--- config.mk ---
export PLATFORM = sky130hd
export DESIGN_NAME = boolean_expression_lexer
export DESIGN_NICKNAME = d
export VERILOG_FILES = /design/src/hw/rtl/bel_pkg.sv /design/src/hw/rtl/bel_scan.sv /design/src/hw/rtl/bel_queue.sv /design/src/hw/rtl/boolean_expression_lexer.sv
export SDC_FILE = /design/constraint.sdc
export NUM_CORES = 1
export LEC_CHECK = 0
export BUFFER_PORTS_ARGS = -buffer_cell sky130_fd_sc_hd__buf_2
export CAP_MARGIN = 20
export CORE_MARGIN = 4
export CORE_UTILIZATION = 50
export CTS_CLUSTER_SIZE = 40
export DETAILED_ROUTE_END_ITERATION = 10
export PLACE_DENSITY = 0.67
export SYNTH_ARGS = -nofsm -noshare
export SYNTH_HDL_FRONTEND = slang
export SYNTH_SLANG_ARGS = --single-unit
--- constraint.sdc ---
create_clock -name clock -period 10.98 [get_ports clock]
set_clock_uncertainty 0.2 [all_clocks]
set_input_delay 0.549 -clock clock [delete_from_list [all_inputs] [get_ports clock]]
set_output_delay 0.549 -clock clock [all_outputs]
set_load 0.03 [all_outputs]
--- src/hw/rtl/bel_pkg.sv ---
// Package for the Boolean expression lexer: token and scan-mode types, the token record,
// character codes and the column arithmetic.
// No dependencies; every RTL file of the lexer imports it.
package bel_pkg;

   localparam int POS_W  = 16;
   localparam int COL_W  = 16;
   localparam int CH_W   = 8;
   localparam int KIND_W = 4;
   localparam int SUM_W  = ((POS_W > COL_W) ? POS_W : COL_W) + 1;

   localparam logic [POS_W-1:0] POS_MAX = {POS_W{1'b1}};
   localparam logic [COL_W-1:0] COL_MAX = {COL_W{1'b1}};

   localparam logic [CH_W-1:0] CH_NUL        = 8'h00;
   localparam logic [CH_W-1:0] CH_TAB        = 8'h09;
   localparam logic [CH_W-1:0] CH_SPACE      = 8'h20;
   localparam logic [CH_W-1:0] CH_BANG       = 8'h21;
   localparam logic [CH_W-1:0] CH_APOSTROPHE = 8'h27;
   localparam logic [CH_W-1:0] CH_LPAREN     = 8'h28;
   localparam logic [CH_W-1:0] CH_RPAREN     = 8'h29;
   localparam logic [CH_W-1:0] CH_STAR       = 8'h2A;
   localparam logic [CH_W-1:0] CH_PLUS       = 8'h2B;
   localparam logic [CH_W-1:0] CH_ZERO       = 8'h30;
   localparam logic [CH_W-1:0] CH_ONE        = 8'h31;
   localparam logic [CH_W-1:0] CH_NINE       = 8'h39;
   localparam logic [CH_W-1:0] CH_UPPER_A    = 8'h41;
   localparam logic [CH_W-1:0] CH_UPPER_Z    = 8'h5A;
   localparam logic [CH_W-1:0] CH_CARET      = 8'h5E;
   localparam logic [CH_W-1:0] CH_UNDERSCORE = 8'h5F;
   localparam logic [CH_W-1:0] CH_LOWER_A    = 8'h61;
   localparam logic [CH_W-1:0] CH_LOWER_Z    = 8'h7A;
   localparam logic [CH_W-1:0] CH_AMPERSAND  = 8'h26;
   localparam logic [CH_W-1:0] CH_PIPE       = 8'h7C;

   typedef enum logic [KIND_W-1:0] {
      TK_END    = 4'd0,
      TK_NOT    = 4'd1,
      TK_OR     = 4'd2,
      TK_AND    = 4'd3,
      TK_XOR    = 4'd4,
      TK_LPAREN = 4'd5,
      TK_RPAREN = 4'd6,
      TK_PRIME  = 4'd7,
      TK_SYMBOL = 4'd8,
      TK_NUMBER = 4'd9,
      TK_ERROR  = 4'd10
   } token_kind_type;

   typedef enum logic [1:0] {
      MODE_IDLE   = 2'd0,
      MODE_IDENT  = 2'd1,
      MODE_NUMBER = 2'd2
   } scan_mode_type;

   typedef struct packed {
      token_kind_type   kind;
      logic [COL_W-1:0] first_column;
      logic [COL_W-1:0] last_column;
      logic             is_last;
   } token_type;

   // Tokens produced by one character, handed from the scanner to the queue.
   typedef struct packed {
      logic [1:0] count;
      token_type  tok0;
      token_type  tok1;
   } push_type;

   function automatic logic [COL_W-1:0] column_of(input logic [COL_W-1:0] base,
                                                  input logic [POS_W-1:0] idx);
      logic [SUM_W-1:0] sum;
      sum = SUM_W'(base) + SUM_W'(idx) + SUM_W'(1);
      if (sum > SUM_W'(COL_MAX)) begin
         return COL_MAX;
      end
      return sum[COL_W-1:0];
   endfunction

endpackage

--- src/hw/rtl/bel_scan.sv ---
// Scanner of the Boolean expression lexer: input character register, scan state and
// classification of one character into up to two tokens.
// Depends on bel_pkg.
module bel_scan (
   input  logic                      clock,
   input  logic                      reset,
   input  logic                      req_valid,
   input  logic [bel_pkg::CH_W-1:0]  req_ch,
   output logic                      req_stall,
   input  logic [bel_pkg::COL_W-1:0] base_column,
   input  logic                      room,
   output bel_pkg::push_type         push
);
   import bel_pkg::*;

   logic [CH_W-1:0]  ch_ff;
   logic             ch_valid_ff, ch_valid_in;
   scan_mode_type    mode_ff, mode_in;
   logic [POS_W-1:0] pos_ff, pos_in;
   logic [POS_W-1:0] start_ff, start_in;

   logic             process;
   logic             is_alpha, is_digit, is_word, is_bin, is_blank;
   logic             cont, run_end, single;
   token_kind_type   run_kind, single_kind;
   logic [POS_W-1:0] prev_pos, pos_adv;
   logic [COL_W-1:0] col_start, col_prev, col_pos;
   token_type        run_tok, single_tok;

   // The held character is worked on once the queue has room for two tokens.
   assign process     = ch_valid_ff && room;
   assign req_stall   = ch_valid_ff && !process;
   assign ch_valid_in = req_valid ? 1'b1 : (ch_valid_ff && !process);

   always_ff @(posedge clock) begin
      if (req_valid && !req_stall) begin
         ch_ff <= req_ch;
      end
      if (reset) begin
         ch_valid_ff <= 1'b0;
         mode_ff     <= MODE_IDLE;
         pos_ff      <= '0;
         start_ff    <= '0;
      end else begin
         ch_valid_ff <= ch_valid_in;
         mode_ff     <= mode_in;
         pos_ff      <= pos_in;
         start_ff    <= start_in;
      end
   end

   assign is_alpha = ((ch_ff >= CH_LOWER_A) && (ch_ff <= CH_LOWER_Z)) ||
                     ((ch_ff >= CH_UPPER_A) && (ch_ff <= CH_UPPER_Z)) ||
                     (ch_ff == CH_UNDERSCORE);
   assign is_digit = (ch_ff >= CH_ZERO) && (ch_ff <= CH_NINE);
   assign is_word  = is_alpha || is_digit;
   assign is_bin   = (ch_ff == CH_ZERO) || (ch_ff == CH_ONE);
   assign is_blank = (ch_ff == CH_SPACE) || (ch_ff == CH_TAB);

   assign prev_pos = (pos_ff == '0) ? '0 : pos_ff - POS_W'(1);
   assign pos_adv  = (pos_ff == POS_MAX) ? pos_ff : pos_ff + POS_W'(1);

   assign col_start = column_of(base_column, start_ff);
   assign col_prev  = column_of(base_column, prev_pos);
   assign col_pos   = column_of(base_column, pos_ff);

   always_comb begin
      case (ch_ff)
         CH_NUL:        single_kind = TK_END;
         CH_BANG:       single_kind = TK_NOT;
         CH_PIPE:       single_kind = TK_OR;
         CH_PLUS:       single_kind = TK_OR;
         CH_AMPERSAND:  single_kind = TK_AND;
         CH_STAR:       single_kind = TK_AND;
         CH_CARET:      single_kind = TK_XOR;
         CH_LPAREN:     single_kind = TK_LPAREN;
         CH_RPAREN:     single_kind = TK_RPAREN;
         CH_APOSTROPHE: single_kind = TK_PRIME;
         default:       single_kind = TK_ERROR;
      endcase
   end

   always_comb begin
      cont     = 1'b0;
      run_end  = 1'b0;
      run_kind = TK_SYMBOL;
      case (mode_ff)
         MODE_IDENT: begin
            if (is_word) begin
               cont = 1'b1;
            end else begin
               run_end = 1'b1;
            end
         end
         MODE_NUMBER: begin
            run_kind = TK_NUMBER;
            if (is_bin) begin
               cont = 1'b1;
            end else begin
               run_end = 1'b1;
            end
         end
         default: begin
         end
      endcase
   end

   assign single = !cont && !is_alpha && !is_bin && !is_blank;

   assign run_tok    = '{kind: run_kind, first_column: col_start, last_column: col_prev,
                         is_last: !single};
   assign single_tok = '{kind: single_kind, first_column: col_pos, last_column: col_pos,
                         is_last: 1'b1};

   always_comb begin
      mode_in  = mode_ff;
      pos_in   = pos_ff;
      start_in = start_ff;
      push     = '0;
      if (process) begin
         if (cont) begin
            pos_in = pos_adv;
         end else begin
            mode_in = MODE_IDLE;
            if (is_alpha) begin
               mode_in  = MODE_IDENT;
               start_in = pos_ff;
               pos_in   = pos_adv;
            end else if (is_bin) begin
               mode_in  = MODE_NUMBER;
               start_in = pos_ff;
               pos_in   = pos_adv;
            end else if (is_blank) begin
               pos_in = pos_adv;
            end else if (single_kind == TK_END) begin
               pos_in   = '0;
               start_in = '0;
            end else begin
               start_in = pos_ff;
               pos_in   = pos_adv;
            end

            // A finished run goes out ahead of the token of the character that ended it.
            if (run_end && single) begin
               push.count = 2'd2;
               push.tok0  = run_tok;
               push.tok1  = single_tok;
            end else if (run_end) begin
               push.count = 2'd1;
               push.tok0  = run_tok;
            end else if (single) begin
               push.count = 2'd1;
               push.tok0  = single_tok;
            end
         end
      end
   end

endmodule

--- src/hw/rtl/bel_queue.sv ---
// Token queue of the Boolean expression lexer: four result registers that take up to two
// tokens a cycle and hand one a cycle to the response channel while rsp_stall is low.
// Depends on bel_pkg.
module bel_queue (
   input  logic                      clock,
   input  logic                      reset,
   input  bel_pkg::push_type         push,
   output logic                      room,
   output logic                      rsp_valid,
   input  logic                      rsp_stall,
   output bel_pkg::token_type        rsp_token
);
   import bel_pkg::*;

   token_type  entry_ff [4];
   logic [1:0] head_ff, head_in;
   logic [1:0] tail_ff, tail_in;
   logic [2:0] count_ff, count_in;
   logic       pop;

   assign room      = (count_ff <= 3'd2);
   assign rsp_valid = (count_ff != 3'd0);
   assign rsp_token = entry_ff[head_ff];
   assign pop       = rsp_valid && !rsp_stall;

   assign head_in  = pop ? head_ff + 2'd1 : head_ff;
   assign tail_in  = tail_ff + push.count;
   assign count_in = count_ff + 3'(push.count) - 3'(pop);

   always_ff @(posedge clock) begin
      if (push.count != 2'd0) begin
         entry_ff[tail_ff] <= push.tok0;
      end
      if (push.count == 2'd2) begin
         entry_ff[tail_ff + 2'd1] <= push.tok1;
      end
      if (reset) begin
         head_ff  <= '0;
         tail_ff  <= '0;
         count_ff <= '0;
      end else begin
         head_ff  <= head_in;
         tail_ff  <= tail_in;
         count_ff <= count_in;
      end
   end

endmodule

--- src/hw/rtl/boolean_expression_lexer.sv ---
// Top level of the Boolean expression lexer: base column register, scanner and token queue.
// Depends on bel_pkg, bel_scan and bel_queue.
//
//   channel  direction  handshake          payload
//   req      in         req_valid/stall    req_ch
//   rsp      out        rsp_valid/stall    rsp_token_kind, rsp_first_column,
//                                          rsp_last_column, rsp_is_last
//   csr      in         csr_valid/ready    csr_base_column
//
// One character is taken per cycle while req_stall is low; a character that closes a run
// and is itself a token gives two tokens, which leave the queue one at a time, so the
// output sets the pace. A request waits in the input register before it reaches the queue.
// Synchronous reset clears the scan state, the position counters and the queue.
// The queue holds up to four tokens and stalls requests once more than two are waiting.
module boolean_expression_lexer (
   input  logic                       clock,
   input  logic                       reset,
   input  logic                       req_valid,
   output logic                       req_stall,
   input  logic [bel_pkg::CH_W-1:0]   req_ch,
   output logic                       rsp_valid,
   input  logic                       rsp_stall,
   output logic [bel_pkg::KIND_W-1:0] rsp_token_kind,
   output logic [bel_pkg::COL_W-1:0]  rsp_first_column,
   output logic [bel_pkg::COL_W-1:0]  rsp_last_column,
   output logic                       rsp_is_last,
   input  logic                       csr_valid,
   output logic                       csr_ready,
   input  logic [bel_pkg::COL_W-1:0]  csr_base_column
);
   import bel_pkg::*;

   logic [COL_W-1:0] base_column_ff;
   logic             room;
   push_type         push;
   token_type        rsp_token;

   assign csr_ready = 1'b1;

   always_ff @(posedge clock) begin
      if (reset) begin
         base_column_ff <= '0;
      end else if (csr_valid && csr_ready) begin
         base_column_ff <= csr_base_column;
      end
   end

   bel_scan u_scan (
      .clock       (clock),
      .reset       (reset),
      .req_valid   (req_valid),
      .req_ch      (req_ch),
      .req_stall   (req_stall),
      .base_column (base_column_ff),
      .room        (room),
      .push        (push)
   );

   bel_queue u_queue (
      .clock     (clock),
      .reset     (reset),
      .push      (push),
      .room      (room),
      .rsp_valid (rsp_valid),
      .rsp_stall (rsp_stall),
      .rsp_token (rsp_token)
   );

   assign rsp_token_kind   = rsp_token.kind;
   assign rsp_first_column = rsp_token.first_column;
   assign rsp_last_column  = rsp_token.last_column;
   assign rsp_is_last      = rsp_token.is_last;

endmodule
---- Word-level counts from Yosys, hierarchy flattened ----
Memory sizes are Yosys's and may differ from the RTL's. A register that Yosys moved wholly into a read port is not among the register bits.
Cells that the tools add are included.
word-level totals
  flip-flop bits (word level) ............. 66
  bits in latches ......................... 0
  memory bits (writable) .................. 148
  memory bits (read-only) ................. 0
  input port bits ......................... 29
  output and inout bits ................... 40
  word-level logic and storage cells ...... 129
  memories ................................ 1
memories
  name              words  bits a word  rd ports  clocked after memory_dff  write ports  RTL line         source
  u_queue.entry_ff  4      37           1         1                         2            bel_queue.sv:15  token_type entry_ff [4];
cells by class
  add/sub/neg operators ................... 13
  multiply operators ...................... 0
  divide/modulo/power cells ............... 0
  $lt $le $gt $ge ......................... 10
  equal/unequal tests ..................... 19
  shift-type cells ........................ 0
  multiplexer cells ....................... 43
  bitwise gates (word level) .............. 1
  reductions and logical operators ........ 33
operators with widths
  operator                                                        count
  2-to-1 mux 16 bit                                               17
  2-to-1 mux 76 bit                                               2
  == test 8 x 6 -> 1 bit, second input constant                   10
  2-to-1 mux 39 bit                                               2
  adder 16 x 16 -> 17 bit                                         3
  adder 17 x 1 -> 17 bit, second input constant                   3
  > comparator 17 x 16 -> 1 bit, second input constant            3
  2-to-1 mux 38 bit                                               1
  2-to-1 mux 37 bit                                               1
  case mux 4 bit (8 select lines)                                 1
  == test 8 x 7 -> 1 bit, second input constant                   3
  adder 16 x 1 -> 16 bit, second input constant                   1
  == test 16 bit, second input constant                           1
  >= comparator 8 x 7 -> 1 bit, second input constant             2
  less-or-equal comparator 8 x 7 -> 1 bit, second input constant  2
  logical NOT 16 bit                                              1
  subtractor 16 x 1 -> 16 bit, second input constant              1
  2-to-1 mux 1 bit                                                13
  logical AND 1 bit                                               11
  == test 8 x 4 -> 1 bit, second input constant                   1
  >= comparator 8 x 6 -> 1 bit, second input constant             1
  less-or-equal comparator 8 x 6 -> 1 bit, second input constant  1
  logical NOT 1 bit                                               8
  logical NOT 8 bit                                               1
  18 further kinds                                                29

---- Depth between registers and ports, before layout ----
Gate-level depths: netlist of the first run.
  depth after elaboration ................. 19
  gate-level depth with buffers ........... 18
  gate-level depth less buffers ........... 17

---- Cells and area by module ----
A second synthesis of the first run with hierarchy kept.
unflattened totals
  cell total of the unflattened synthesis .. 1207
  area, all modules ....................... 13556.8 um2
modules (own cells, without submodules)
  module                    times used  cells each  area each (um2)  sequential area each (um2)
  bel_queue                 1           412         7592.3           4624.4
  bel_scan                  1           741         5372.7           940.9
  boolean_expression_lexer  1           54          591.8            320.3

---- Least setup slack after synthesis of the first run ----
No wires, ideal clock.
  path type ............................... register to register
  start point ............................. register u_scan.ch_ff[3]
  end point ............................... memory u_queue.entry_ff[3][0] (netlist name) (enable)
  library setup time ...................... 485 ps
  arrival time ............................ 5232 ps
  required time ........................... 10295 ps
  path slack .............................. 5063 ps
  cell stages (with the launch flop) ...... 11
  path through ............................ edfxtp_1 buf_6 or4_1 a21oi_2 nor2b_2 nor3_4 buf_2 ha_1 nand2b_1 a21boi_0 nor3b_1
RTL lines
  what                      RTL line         source
  start: declaration        bel_scan.sv:16   logic [CH_W-1:0] ch_ff;
  start signal: assignment  bel_scan.sv:37   ch_ff <= req_ch;
  end: declaration          bel_queue.sv:15

==> impl_metrics.py, run 1 <==
metrics = {
    "status": {
        "outcome": "complete, no violations",
    },
    "die": {
        "start_util": 0.5075,
        "dieWidth_um": 170.6,
        "rows": 59,
        "core_area_um2": 26060,
        "fp.dieH_um": 170.6,
        "die_area_um2": 29110,
        "io_pins": 69,
    },
    "grt": {
        "grt_pass1_wl_um": 56980,
        "use_met2": 0.4187,
        "grt_start_max_net_pins": 48,
        "track_usage": 0.2494,
        "grt_pass1_vias": 10330,
        "overflow": 0,
        "grtUsageMet1": 0.3308,
        "antenna_found_initial": 0,
        "grtUsageMet3": 0.04436,
        "grt-busiest-layer": "met2",
    },
    "place": {
        "pre_cts_ws_ns": 5.526,
        "gp_congestion": 0.9302,
        "post-dp-hpwl_um": 25810,
        "numPortBuffers": 67,
    },
    "timing": {
        "timing.setup.tns_ns": 0,
        "fin_crit_sh": 0.5053,
        "setup_violations": 0,
        "hold_violations": 0,
        "drv_slew": 0,
        "min_period_ns": 5.548,
        "rsz0062_at_grt": "no",
        "worst_slack_ns": 5.432,
        "slew_headroom": 0.2058,
        "worst_slew_pin_slew_ns": 1.184,
        "fmax_mhz": 180.2,
    },
    "power": {
        "power.density_nw_per_um2": 184.3,
        "leakage_nw": 5.462,
        "ir_drop_mv": 0.1497,
    },
    "critical_path": {
        "rrSetupSlack_ns": 5.43,
        "arrival_ns": 5.61,
        "max_stage_delay_ns": 0.62,
        "cpMaxStageDelayCell": "nand3b_1",
        "path_cells": "nor4_1 -> nor2b_1 -> nand2_1 -> or4_1 -> nor4_2 -> buf_4 -> nor2_1 -> fa_1 -> a211oi_1 -> o211a_1 -> nor4_1 -> o21ai_0 -> nand3b_1 -> a21oi_1 -> o21ai_0 -> a22o_1",
        "path_class": "reg2reg",
        "worstPathMaxFanout": 15,
        "cp-end-kind": "flop",
        "worstSetupStartpointType": "flop",
        "critical_path_required_ns": 11.05,
        "path_buf_inv": 1,
        "critPathTopFamily": "simple AND/OR/NAND/NOR gates",
    },
    "synth": {
        "ys.flop_type": "edfxtp_1",
        "yosysWarnings": 0,
        "netlist_area_um2": 13220,
        "synth_edf_count": 156,
        "synth_seq_area_share": 0.4451,
        "synth_nets": 1401,
        "syn_avg_cell_area_um2": 10.09,
        "ys_ff_latch": 216,
        "netlist_instances": 1311,
        "async_reset_ff_frac": 0,
        "ys_types": 80,
    },
    "final_layout": {
        "final_cell_mix": "156 x edfxtp_1, 143 x o21ai_0, 135 x nor2_1",
        "drive_gt1_frac": 0.1358,
        "fillCellCount": 2250,
        "antenna_cells": 0,
        "final-seq-area_um2": 5888,
        "layout.nets": 1442,
        "syn_to_final_growth_pct": 10.46,
        "final_util": 0.5605,
        "final_common_cell": "edfxtp_1",
        "multi_input_area_um2": 6912,
    },
    "clock_network": {
        "cts_made_buffers": 24,
        "clockBufferDepth": 3,
        "cts_root_buffer": "clkbuf_16",
        "cts.sinks": 216,
        "htreeDepth": 1,
        "clkTransAtPathRegs_ns": 0.06,
        "cts_tree": "built",
        "clk_latency_ns": 0.52,
    },
    "route": {
        "drc": 0,
        "wirelength_um": 36650,
        "ant_nets": 0,
        "drtIter0Drc": 1090,
        "post_drt_wl_per_cell_um": 21.50,
        "vias": 10620,
        "firstDrtPassIters": 8,
        "drt-vias-per-instance": 6.229,
    },
    "flow_run": {
        "cap_violations": 0,
    },
    "worst_hold_path": {
        "hp-class": "in2reg",
    },
}
-- through the flow --
| stage | total power [mW] | hold WS (ns) | cell area [µm²] | instances |
|---|---|---|---|---|
| after global routing | 2.813 | 0.006423 | 14610 | 1705 |
| after global placement | 1.912 | 0.2624 | 13800 | 1656 |
| after detailed placement | 1.926 | 0.2743 | 13800 | 1656 |
| after CTS | 2.706 | 0.001345 | 14610 | 1705 |
| final | 2.692 | 0.01011 | 14610 | 1705 |
| after floorplan | 1.687 | 0.2497 | 13220 | 1311 |
-- registers in the layout (all words and copies together), names as in the netlist, named ones only --
name,flops
u_queue.entry_ff,148
u_queue.head_ff,2
u_scan.start_ff,16
u_scan.pos_ff,16
u_scan.mode_ff,2
base_column_ff,16
u_queue.count_ff,3
u_scan.ch_ff,8
u_queue.tail_ff,2
u_scan.ch_valid_ff,1
-- synthesized netlist by cell type (14+ instances only) --
master,number,area share
a21o_1,18,0.010
a21oi_1,84,0.032
a31oi_1,19,0.0090
buf_2,17,0.0064
clkbuf_1,37,0.011
dfxtp_1,60,0.091
edfxtp_1,156,0.35
ha_1,57,0.054
inv_1,31,0.0088
mux2i_1,32,0.024
mux4_2,37,0.063
nand2_1,96,0.027
nand3_1,25,0.0095
nand4_1,15,0.0071
nor2_1,135,0.038
nor2b_1,23,0.011
nor3_1,25,0.0095
o21a_1,14,0.0079
o21ai_0,143,0.054
o21bai_1,22,0.012
o22ai_1,16,0.0076
xnor2_1,36,0.024
xor2_1,17,0.011
-- area by class of cell --
class | instances | share of cell area
clock buffer | 33 | 0.04489
clock inverter | 11 | 0.006767
timing repair buffer | 89 | 0.03512
multi-input combinational | 989 | 0.4732
inverter | 32 | 0.008223
tap | 335 | 0.02870
sequential | 216 | 0.4031
-- worst register-to-register path, stage by stage (launching register included) --
cell,delay [ns]
dfxtp_1,0.43
nor4_1,0.40
nor2b_1,0.21
nand2_1,0.17
or4_1,0.56
nor4_2,0.21
buf_4,0.24
nor2_1,0.09
fa_1,0.46
a211oi_1,0.28
o211a_1,0.26
nor4_1,0.07
o21ai_0,0.15
nand3b_1,0.62
a21oi_1,0.55
o21ai_0,0.13
a22o_1,0.27
-- kinds of logic after synthesis --
group                    after synthesis  share of synthesized area
AO/OA/AOI/OAI                        412                     0.1932
XOR/XNOR                              53                    0.03510
adder cells (fa/ha/maj)               61                    0.05999
buffers and inverters                106                    0.03567
flip-flops                           216                     0.4451
multiplexers                          69                    0.08724
other                                  1                  0.0002836
AND/OR/NAND/NOR                      393                     0.1434
-- metal layers --
layer / part of all wire / vias to the layer above
met1: 0.41 / 5067
met3: 0.085 / 91
li1: - / 5012
met5: 0 / -
met4: 0.033 / 0
met2: 0.47 / 450
-- final timing paths --
check,start,endpoint,cells after the start
worst min register to register,u_scan.start_ff[0]$_SDFFE_PP0P_,u_scan.start_ff[0]$_SDFFE_PP0P_,2
worst max register to register,u_scan.pos_ff[2]$_SDFFE_PP0P_,u_queue.entry_ff[0][16]$_DFFE_PP_,16
worst min-delay path,req_ch[1],u_scan.ch_ff[1]$_DFFE_PP_,1
worst max-delay path,u_scan.pos_ff[2]$_SDFFE_PP0P_,u_queue.entry_ff[0][16]$_DFFE_PP_,16
-- where the power goes --
group | switching (mW) | internal [mW] | total [mW]
Clock | 0.319 | 0.462 | 0.782
Sequential | 0.0499 | 0.995 | 1.05
Combinational | 0.551 | 0.314 | 0.866
Total | 0.921 | 1.77 | 2.69
-- timing repair --
action,in CTS,in global routing
resized for setup,0,0
setup buffers,0,0
hold endpoints to repair,5,0
hold buffers,5,0
Note: power is estimated with default switching activity, not from simulation.
==> inputs of run 2 (changes only) <==
ABC_AREA = 1   (was not set)
clock period = 5.6 ns   (was 10.98 ns; I/O delays follow)
==> run 2 against run 1 <==
  * Cell count is 35% higher
  * Die area increased by 4.8%
  * Power grew 100%
  * Global-route usage is 2.3 points higher
  * Maximum frequency is 17% higher
  * Non-clock buffer count is 34 higher
  * Critical path type unchanged
  * Sequential share of layout area is 3.0 points lower
  * Area after synthesis is 5.0% higher
  * First-iteration DRC count up 9.6%
  * Hold slack improved by 0.15 ns
  * Sequential power rose by 81%
==> impl_metrics.py, run 2 <==
metrics = {
    "synth": {
        "syn_avg_cell_area_um2": 7.567,
        "synth_nets": 1925,
        "synth.most_common_cell": "nand2_1",
        "yosysWarnings": 0,
        "synthAdderAreaFrac": 0.05713,
        "async_reset_ff_frac": 0,
        "synth_xor_area_frac": 0.02208,
        "ys.flop_type": "edfxtp_1",
        "ys_ff_latch": 216,
        "synth_edf_count": 156,
        "netlist_area_um2": 13890,
        "synth_top_family_by_area": "simple AND/OR/NAND/NOR gates",
        "synth_seq_area_share": 0.4239,
        "yosys.area.top_type": "edfxtp_1",
        "synthMuxAreaShare": 0,
        "netlist_top_cells_count": "418 x nand2_1, 274 x nor2_1, 221 x o21ai_0",
        "synth_area_leaders": "edfxtp_1 34%, nand2_1 11%, dfxtp_1 8.7%",
        "yosys.area_share.simple": 0.2760,
        "synth_top_area_share": 0.3374,
        "synth-compound-area-share": 0.1432,
        "netlist_instances": 1835,
        "ys_types": 47,
    },
    "final_layout": {
        "final_common_cell": "nand2_1",
        "antenna_cells": 0,
        "largest_reg_flops": 148,
        "final_cell_mix": "418 x nand2_1, 274 x nor2_1, 217 x o21ai_0",
        "syn_to_final_growth_pct": 13.61,
        "drive_gt1_frac": 0.08648,
        "layout.nets": 2002,
        "largest_register": "u_queue.entry_ff",
    },
    "clock_network": {
        "cts_made_buffers": 25,
        "clkTransAtPathRegs_ns": 0.06,
        "cts_tree": "built",
        "cts.sinks": 216,
        "clk_latency_ns": 0.54,
        "cts_resized": 0,
        "post_cts_buffers": 0,
        "cts_root_buffer": "clkbuf_16",
        "holdBufCountCts": 42,
        "htreeDepth": 1,
        "clockBufferDepth": 3,
    },
    "flow_run": {
        "cap_violations": 0,
    },
    "route": {
        "drc": 0,
        "post_drt_wl_per_cell_um": 18.30,
        "wirelength_um": 42150,
        "firstDrtPassIters": 6,
        "ant_nets": 0,
        "vias": 12880,
        "drt-vias-per-instance": 5.592,
        "drtIter0Drc": 1195,
    },
    "grt": {
        "track_usage": 0.2720,
        "antenna_found_initial": 0,
        "overflow": 0,
        "grt_start_max_net_pins": 76,
        "grt_pass1_wl_um": 66380,
        "grt_pass1_vias": 12270,
    },
    "timing": {
        "setup_violations": 0,
        "worst_slew_pin_slew_ns": 0.9330,
        "rsz0062_at_grt": "no",
        "min_period_ns": 4.753,
        "timing.setup.tns_ns": 0,
        "hold_violations": 0,
        "drv_slew": 0,
        "fin_crit_sh": 0.8488,
        "fmax_mhz": 210.4,
        "slew_headroom": 0.3756,
    },
    "critical_path": {
        "path_cells": "inv_1 -> ha_1 -> nand2_1 -> nor3_1 -> nand3_1 -> inv_1 -> nand4_1 -> o21ai_0 -> ha_1 -> inv_1 -> fa_1 -> nand3_1 -> nand2_1 -> nand3_1 -> nand3_1 -> nand2_1 -> nand2_1 -> nor2_1 -> nand2_1 -> nand3_1 -> o21ai_0",
        "critical_path_required_ns": 5.65,
        "max_stage_delay_ns": 0.46,
        "cp-end-kind": "flop",
        "arrival_ns": 4.80,
        "critPathTopFamily": "simple AND/OR/NAND/NOR gates",
        "cpMaxStageDelayCell": "nand2_1",
        "path_class": "reg2reg",
        "worstPathMaxFanout": 16,
        "path_buf_inv": 3,
        "worstSetupStartpointType": "flop",
    },
    "power": {
        "internal_power_mw": 3.425,
        "leakage_nw": 7.054,
        "comb_power_share": 0.325,
        "sequentialPowerShare": 0.353,
        "clock_power_share": 0.322,
        "power.density_nw_per_um2": 341.8,
        "p_sw_frac": 0.3648,
        "power_mw": 5.391,
        "switching_power_mw": 1.966,
        "ir_drop_mv": 0.2569,
    },
    "status": {
        "outcome": "complete, no violations",
    },
    "die": {
        "die_area_um2": 30500,
        "rows": 60,
        "start_util": 0.5124,
        "core_area_um2": 27100,
        "io_pins": 69,
        "dieWidth_um": 174.7,
        "fp.dieH_um": 174.7,
    },
    "place": {
        "numPortBuffers": 67,
        "post-dp-hpwl_um": 29130,
        "gp_congestion": 0.8979,
    },
    "worst_hold_path": {
        "hp-class": "in2reg",
    },
}
## run 2: final cells by class
| cell class | count | area, µm² |
|---|---|---|
| multi-input cells | 1368 | 6969 |
| repair buffers | 123 | 898.4 |
| fillers | 2486 | 11330 |
| clock buffers | 32 | 693.2 |
| flip-flops and latches | 216 | 5887 |
| well taps | 372 | 465.4 |
| clock inverters | 14 | 193.9 |
| inverters | 178 | 668.1 |
## run 2: layer usage
metal,up-vias,share of wire,track usage
li1,6309,-,-
met1,5956,0.43,0.3672
met5,-,0,0
met3,115,0.076,0.04068
met2,499,0.46,0.4494
met4,0,0.038,0.09591
## run 2: metrics by stage
stage | utilization | hold WS, ns | cells | setup WS (ns) | area, µm²
detailed placement | 0.5338 | 0.2581 | 2215 | 0.9637 | 14470
floorplan | - | 0.1789 | 1835 | 0.2840 | 13890
global route | 0.5821 | 0.2042 | 2303 | 0.3560 | 15780
CTS | 0.5821 | 0.1370 | 2303 | 0.9455 | 15780
finish | 0.5821 | 0.1565 | 2303 | 0.8470 | 15780
global placement | 0.5338 | 0.2492 | 2215 | 1.089 | 14470
## run 2: worst min-delay path: cells and delay by family
| family | cells | cell delay [ns] |
|---|---|---|
| buf+inv | 2 | 0.46 |
| compound gates | 1 | 0.10 |
## run 2: path summary, 6_finish.rpt
check                                  startpoint                          endpoint  slack (ns)  depth (start not counted)
hold reg to reg   u_queue.head_ff[1]$_SDFFE_PP0P_                              flop        0.26                          2
setup reg to reg    u_scan.pos_ff[1]$_SDFFE_PP0P_  u_queue.entry_ff[3][6]$_DFFE_PP_        0.85                         21
hold / removal                          csr_valid    base_column_ff[0]$_SDFFE_PP0P_        0.16                          3
setup / recovery    u_scan.pos_ff[1]$_SDFFE_PP0P_  u_queue.entry_ff[3][6]$_DFFE_PP_        0.85                         21
## run 2: power groups by stage
stage | Combinational (mW) | Clock [mW] | Sequential (mW)
final | 1.75 | 1.74 | 1.90
after global routing | 1.94 | 1.83 | 1.91
after CTS | 1.74 | 1.76 | 1.90
after detailed placement | 1.70 | 0 | 1.94
after global placement | 1.69 | 0 | 1.93
after floorplan | 1.21 | 0 | 1.92
## run 2: cells by family after synthesis
group	Yosys count
and+or+nand+nor	898
AOI/OAI and AO/OA	373
buffers and inverters	251
DFF	216
adders and majority gates	61
xor gates and xnor gates	35
other	1
